### config.mk
export PLATFORM = sky130hd
export DESIGN_NAME = sorted_list_insert_delete
export DESIGN_NICKNAME = d
export VERILOG_FILES = /design/src/rtl/core/sli_pkg.sv /design/src/rtl/core/sli_cell.sv /design/src/rtl/core/sorted_list_insert_delete.sv
export VERILOG_INCLUDE_DIRS = /design/src /design/src/rtl/core
export SDC_FILE = /design/constraint.sdc
export NUM_CORES = 2
export LEC_CHECK = 0
export ABC_AREA = 0
export BUFFER_PORTS_ARGS = -buffer_cell sky130_fd_sc_hd__buf_2
export CAP_MARGIN = 10
export CELL_PAD_IN_SITES_DETAIL_PLACEMENT = 0
export CELL_PAD_IN_SITES_GLOBAL_PLACEMENT = 1
export CORE_ASPECT_RATIO = 0.6
export CORE_MARGIN = 5
export CORE_UTILIZATION = 35
export CTS_BUF_LIST = sky130_fd_sc_hd__clkbuf_16
export DETAILED_ROUTE_END_ITERATION = 12
export PLACE_DENSITY_LB_ADDON = 0.12
export REMOVE_ABC_BUFFERS = 1
export SYNTH_ARGS = -nofsm -noshare
export SYNTH_HDL_FRONTEND = slang
export SYNTH_SLANG_ARGS = --single-unit
### constraint.sdc
create_clock -name clk -period 6.9 [get_ports clk]
set_input_delay 0.69 -clock clk [delete_from_list [all_inputs] [get_ports clk]]
set_output_delay 0.69 -clock clk [all_outputs]
set_load 0.005 [all_outputs]
### src/rtl/core/sorted_list_insert_delete_assert.svh
// Assertion macros for the sorted list block.
// Used by the top level only; needs a clock and an active-low reset in scope.
`ifndef SORTED_LIST_INSERT_DELETE_ASSERT_SVH
`define SORTED_LIST_INSERT_DELETE_ASSERT_SVH

// same-cycle implication
`define SLI_ASSERT_NOW(label, clk, rst_n, ante, cons) \
    label: assert property (@(posedge clk) disable iff (!rst_n) (ante) |-> (cons)) \
        else $error("sorted list check failed");

// next-cycle implication
`define SLI_ASSERT_NEXT(label, clk, rst_n, ante, cons) \
    label: assert property (@(posedge clk) disable iff (!rst_n) (ante) |=> (cons)) \
        else $error("sorted list check failed");

`endif

### src/rtl/core/sli_pkg.sv
// Shared types for the sorted list block: status and operation codes,
// and the control word broadcast to every cell. No dependencies.
package sli_pkg;

    localparam int DATA_W = 32;

    typedef enum logic [1:0] {
        ST_OK        = 2'd0,
        ST_EMPTY     = 2'd1,
        ST_NOT_FOUND = 2'd2,
        ST_FULL      = 2'd3
    } status_t;

    typedef enum logic {
        FUNC_INSERT = 1'b0,
        FUNC_DELETE = 1'b1
    } func_t;

    typedef struct packed {
        logic                     ins_en;
        logic                     del_en;
        logic                     found;
        logic signed [DATA_W-1:0] value;
    } cell_ctrl_t;

endpackage

### src/rtl/core/sli_cell.sv
// One slot of the sorted chain: holds one entry, compares it to the
// broadcast value and shifts with its neighbors. Depends on sli_pkg.
module sli_cell
    import sli_pkg::*;
(
    input  logic                     clk,
    input  cell_ctrl_t               ctrl,
    input  logic                     occ,
    input  logic                     prev_keep,
    input  logic signed [DATA_W-1:0] prev_val,
    input  logic signed [DATA_W-1:0] next_val,
    output logic                     keep,
    output logic                     match,
    output logic signed [DATA_W-1:0] val
);

    logic signed [DATA_W-1:0] val_reg;
    logic signed [DATA_W-1:0] val_next;
    logic                     lt;

    assign lt    = val_reg < ctrl.value;
    assign keep  = occ && lt;
    assign match = occ && (val_reg == ctrl.value);
    assign val   = val_reg;

    always_comb
    begin
        val_next = val_reg;
        if (ctrl.ins_en && !keep)
        begin
            // first non-keeping cell takes the new value, the rest move right
            val_next = prev_keep ? ctrl.value : prev_val;
        end
        else if (ctrl.del_en && ctrl.found && occ && !lt)
        begin
            // from the first match on, everything moves left
            val_next = next_val;
        end
    end

    always_ff @(posedge clk)
    begin
        val_reg <= val_next;
    end

endmodule

### src/rtl/core/sorted_list_insert_delete.sv
// Sorted list of signed 32-bit values held in a chain of CAPACITY cells.
// The chain and the entry count update when an input is accepted; the head,
// tail, count and status result is registered once the output is free, and
// no new input is accepted until that result has moved to the output.
// Reset clears the entry count and the handshake state; cell contents stay
// undefined and are never read unless written.
`include "sorted_list_insert_delete_assert.svh"

module sorted_list_insert_delete
    import sli_pkg::*;
#(
    parameter int CAPACITY = 16
)
(
    input  logic                     clk,
    input  logic                     rst_n,
    input  logic                     in_valid,
    output logic                     in_ready,
    input  logic                     func,
    input  logic signed [DATA_W-1:0] value,
    output logic                     out_valid,
    input  logic                     out_ready,
    output logic [1:0]               status,
    output logic [4:0]               entry_count,
    output logic signed [DATA_W-1:0] smallest_value,
    output logic signed [DATA_W-1:0] largest_value
);

    localparam int CW = $clog2(CAPACITY + 1);

    logic                     in_fire;
    logic                     load_out;
    logic                     is_del;
    logic                     full;
    logic                     found;
    cell_ctrl_t               ctrl;

    logic [CAPACITY-1:0]      occ;
    logic [CAPACITY-1:0]      keep;
    logic [CAPACITY-1:0]      match;
    logic signed [DATA_W-1:0] cell_val [CAPACITY];
    logic signed [DATA_W-1:0] tail_val;
    logic signed [DATA_W-1:0] head_val;

    logic [CW-1:0]            count_reg;
    logic [CW-1:0]            count_next;
    logic                     pend_reg;
    logic                     pend_next;
    status_t                  pend_status_reg;
    status_t                  pend_status_next;
    logic                     out_valid_reg;
    logic                     out_valid_next;
    status_t                  status_reg;
    logic [4:0]               count_out_reg;
    logic signed [DATA_W-1:0] smallest_reg;
    logic signed [DATA_W-1:0] largest_reg;

    assign in_ready = !pend_reg;
    assign in_fire  = in_valid && in_ready;
    assign load_out = pend_reg && (!out_valid_reg || out_ready);
    assign is_del   = (func_t'(func) == FUNC_DELETE);
    assign full     = (count_reg >= CW'(CAPACITY));
    assign found    = |match;

    assign ctrl.ins_en = in_fire && !is_del && !full;
    assign ctrl.del_en = in_fire && is_del;
    assign ctrl.found  = found;
    assign ctrl.value  = value;

    genvar gi;
    generate
        for (gi = 0; gi < CAPACITY; gi++)
        begin : g_cell
            logic                     pk;
            logic signed [DATA_W-1:0] pv;
            logic signed [DATA_W-1:0] nv;

            assign occ[gi] = (CW'(gi) < count_reg);

            if (gi == 0)
            begin : g_head
                assign pk = 1'b1;
                assign pv = cell_val[gi];
            end
            else
            begin : g_mid
                assign pk = keep[gi-1];
                assign pv = cell_val[gi-1];
            end

            if (gi == CAPACITY - 1)
            begin : g_last
                assign nv = cell_val[gi];
            end
            else
            begin : g_next
                assign nv = cell_val[gi+1];
            end

            sli_cell u_cell (
                .clk       (clk),
                .ctrl      (ctrl),
                .occ       (occ[gi]),
                .prev_keep (pk),
                .prev_val  (pv),
                .next_val  (nv),
                .keep      (keep[gi]),
                .match     (match[gi]),
                .val       (cell_val[gi])
            );
        end
    endgenerate

    // tail entry: one-hot select on the last occupied cell
    always_comb
    begin
        tail_val = '0;
        for (int i = 0; i < CAPACITY; i++)
        begin
            if (count_reg == CW'(i + 1))
            begin
                tail_val = tail_val | cell_val[i];
            end
        end
    end

    assign head_val = occ[0] ? cell_val[0] : '0;

    always_comb
    begin
        count_next       = count_reg;
        pend_next        = pend_reg;
        pend_status_next = pend_status_reg;
        if (in_fire)
        begin
            pend_next = 1'b1;
            if (!is_del)
            begin
                if (full)
                begin
                    pend_status_next = ST_FULL;
                end
                else
                begin
                    pend_status_next = ST_OK;
                    count_next       = count_reg + 1'b1;
                end
            end
            else if (count_reg == '0)
            begin
                pend_status_next = ST_EMPTY;
            end
            else if (!found)
            begin
                pend_status_next = ST_NOT_FOUND;
            end
            else
            begin
                pend_status_next = ST_OK;
                count_next       = count_reg - 1'b1;
            end
        end
        else if (load_out)
        begin
            pend_next = 1'b0;
        end
    end

    always_comb
    begin
        out_valid_next = out_valid_reg;
        if (load_out)
        begin
            out_valid_next = 1'b1;
        end
        else if (out_ready)
        begin
            out_valid_next = 1'b0;
        end
    end

    always_ff @(posedge clk or negedge rst_n)
    begin
        if (!rst_n)
        begin
            count_reg     <= '0;
            pend_reg      <= 1'b0;
            out_valid_reg <= 1'b0;
        end
        else
        begin
            count_reg     <= count_next;
            pend_reg      <= pend_next;
            out_valid_reg <= out_valid_next;
        end
    end

    always_ff @(posedge clk)
    begin
        pend_status_reg <= pend_status_next;
        if (load_out)
        begin
            status_reg    <= pend_status_reg;
            count_out_reg <= 5'(count_reg);
            smallest_reg  <= head_val;
            largest_reg   <= tail_val;
        end
    end

    assign out_valid      = out_valid_reg;
    assign status         = status_reg;
    assign entry_count    = count_out_reg;
    assign smallest_value = smallest_reg;
    assign largest_value  = largest_reg;

    `SLI_ASSERT_NOW(a_count_bound, clk, rst_n, 1'b1, count_reg <= CW'(CAPACITY))
    `SLI_ASSERT_NEXT(a_insert_grows, clk, rst_n, ctrl.ins_en, count_reg == CW'($past(count_reg) + 1'b1))
    `SLI_ASSERT_NEXT(a_delete_miss_holds, clk, rst_n, ctrl.del_en && !found, count_reg == $past(count_reg))
    `SLI_ASSERT_NOW(a_result_ordered, clk, rst_n, out_valid_reg, smallest_reg <= largest_reg)

endmodule
==> flow_metrics.tcl <==
set metrics [dict create \
    hold_viol 0 \
    drt-total-wl_um 240000 \
    cp-end-kind "register" \
    worstPathRequired_ns 7.25 \
    yosys_warnings 0 \
    layout_commonest_cell "a21oi_1" \
    post-route-util_pct 39.4 \
    num_io_pins 110 \
    cts_inserted_buffers 68 \
    dieArea_um2 132000 \
    cts.sinks 592 \
    syn_area_per_cell_um2 10.7 \
    status "finished, final reports clean" \
    syn-cell-area_um2 43700 \
    cts.repair.resized 0 \
    synth_cell_type_count 77 \
    placed_cell_area_um2 46700 \
    fin_worst_hold_slack_ns 0.339 \
    max_freq_mhz 172 \
    hp-class "input pin to register" \
    maxSlewViolCount 0 \
    rsz0062_at_grt "no" \
    syn_to_final_growth_pct 11.9 \
    largest_reg_flops 512 \
    clk_pin_slew_ns 0.06 \
    grt_max_degree 75 \
    drive_above_1_share_pct 11.2 \
    final_area_um2 48900 \
    overflow 0 \
    ctsRootBufferMaster "clkbuf_16" \
    core.rowCount 100 \
    critPathSlowestCell "and2_2" \
    relSlewSlack_pct 14.0 \
    synthArstFlopShare_pct 1.18 \
    core_um2 124000 \
    final_nets 4684 \
    tns_ns 0 \
    drc_errors 0 \
    final_cell_mix "658 x a21oi_1, 585 x edfxtp_1, 517 x ha_1" \
    cp_max_fo 74 \
    htree_num_levels 3 \
    synth_top_flop_cell "edfxtp_1" \
    cap_violations 0 \
    clock_skew_ns 0.0265 \
    die_x_um 466 \
    drt_iter0_markers 6566 \
    period_minus_slack_ns 5.80 \
    place_congestion 1.02 \
    num-fill-cells 12100 \
    worst_pin_slew_ns 1.29 \
    antenna_found_initial 13 \
    post-dp-hpwl_um 169000 \
    synth_seq_cells 592 \
    start_util_pct 35.2 \
    max-vdd-ir-drop_mv 0.225 \
    post-route-period-util_pct 84.1 \
    portBuffers 109 \
    yosysSeqAreaShare_pct 40.6 \
    cp_cell_sequence "inv_1 -> ha_1 -> nand3_1 -> o21ai_1 -> nor2_2 -> nand2_4 -> inv_8 -> buf_4 -> and2_2 -> a21oi_1" \
    powerDensity_nw_per_um2 252 \
    grt_pass1_wl_um 320000 \
    critPathLaunchType "register" \
    via_count 39500 \
    ant_nets 0 \
    crit_type "register to register" \
    setup_viol 0 \
    p_total_uw 12300 \
    via_per_inst 6.73 \
    clock_latency_ns 0.69 \
    clock_path_buffers 3 \
    routedWlPerCell_um 40.8 \
    slowest_delay_ns 1.13 \
    dr.pass1.iters 6 \
    synth_edf_count 585 \
    grt_usage_pct 34.9 \
    p_leak_uw 0.0190 \
    grt_pass1_vias 35700 \
    die_y_um 284 \
    synth_cells 4099 \
    cts_tree "yes" \
    cp.arrival_ns 6.16 \
]
synthesized netlist by cell type (6+ instances only):
cell,n,area (um2)
a21boi_0,6,45.0
nand3_1,104,521
o211ai_1,24,180
o21a_1,11,82.6
nand2_1,184,691
nor2_1,103,387
a21o_1,26,195
edfxtp_1,585,17600
o21ai_0,130,651
clkbuf_1,186,698
nand4_1,144,901
mux2_2,41,462
o21ai_1,82,410
a21oi_1,660,3300
o31ai_1,8,60.1
a221oi_1,143,1250
ha_1,517,6470
a211oi_1,13,97.6
or3_1,6,37.5
nand3b_1,6,45.0
buf_6,6,67.6
dfrtp_1,7,175
and3_1,8,50.1
mux2_1,179,2020
nor2b_1,51,319
and2_1,13,81.3
a22o_1,129,1130
mux2i_1,333,3330
nor4_1,24,150
inv_1,73,274
nand2b_1,10,62.6
buf_4,17,128
a21boi_1,7,52.6
buf_1,20,75.1
a31oi_1,72,450
nor3_1,23,115
and4_1,18,158
buf_2,63,315
per-stage QoR:
stage                     std cells  setup slack [ns]
after floorplan                3806             -2.02
after global placement         5742              1.09
after detailed placement       5742             0.993
after CTS                      5865              1.48
after global routing           5866              1.08
final                          5871              1.10
worst max-delay path, delay by kind of cell, from the launching register on:
kind | cells | cell delay, ns
buf+inv | 3 | 1.69
flops | 1 | 0.79
simple gates | 4 | 2.06
fa+ha+maj | 1 | 0.34
compound gates | 2 | 0.36
power breakdown:
| group | leakage [uW] | switching (uW) | internal, uW |
|---|---|---|---|
| clock network | 0.00107 | 1730 | 2000 |
| registers | 0.00541 | 288 | 4320 |
| logic | 0.0125 | 2770 | 1210 |
area by class of cell:
type / count / area, um2 / share of cell area [%]
clock inverter: 52 / 372 / 0.760
timing repair buffer: 254 / 1810 / 3.71
sequential: 592 / 17700 / 36.3
inverter: 74 / 285 / 0.584
antenna: 6 / 15.0 / 0.0307
tap: 1683 / 2110 / 4.31
multi-input combinational: 3140 / 24800 / 50.7
clock buffer: 70 / 1750 / 3.58
repair_timing:
| action | in CTS | in global routing |
|---|---|---|
| setup buffers | 0 | 0 |
| endpoints found under the setup margin | 0 | 0 |
| hold buffers | 1 | 0 |
| endpoints found under the hold margin | 7 | 0 |
final timing paths:
check | from | end | slack (ns) | depth (start not counted)
worst max-delay path | count_reg[1] | g_cell[3].u_cell.val[15] | 1.10 | 10
worst min-delay path | out_ready | out_valid | 0.34 | 3
worst max register to register | count_reg[1] | g_cell[3].u_cell.val[15] | 1.10 | 10
worst min register to register | pend_status_reg[0] | status[0] | 0.42 | 0
max in group asynchronous | rst_n | pend_reg | 6.34 | 2
min in group asynchronous | rst_n | count_reg[2] | 0.37 | 2
logic make-up after synthesis:
kind of cell / share of synthesized area [%]
multiplexers: 13.4
AND/OR/NAND/NOR: 8.67
adder cells (fa/ha/maj): 14.8
buffers and inverters: 3.59
XOR/XNOR: 0.0802
flip-flops: 40.6
AO/OA/AOI/OAI: 18.9
per-layer routing:
layer,up-vias,global-route usage [%],wire length (um)
li1,16300,-,-
met1,19800,54.9,111000
met2,3044,42.7,84700
met3,342,14.3,36900
met4,12,8.12,6440
met5,-,0,75
Note: power is estimated with default switching activity, not from simulation.
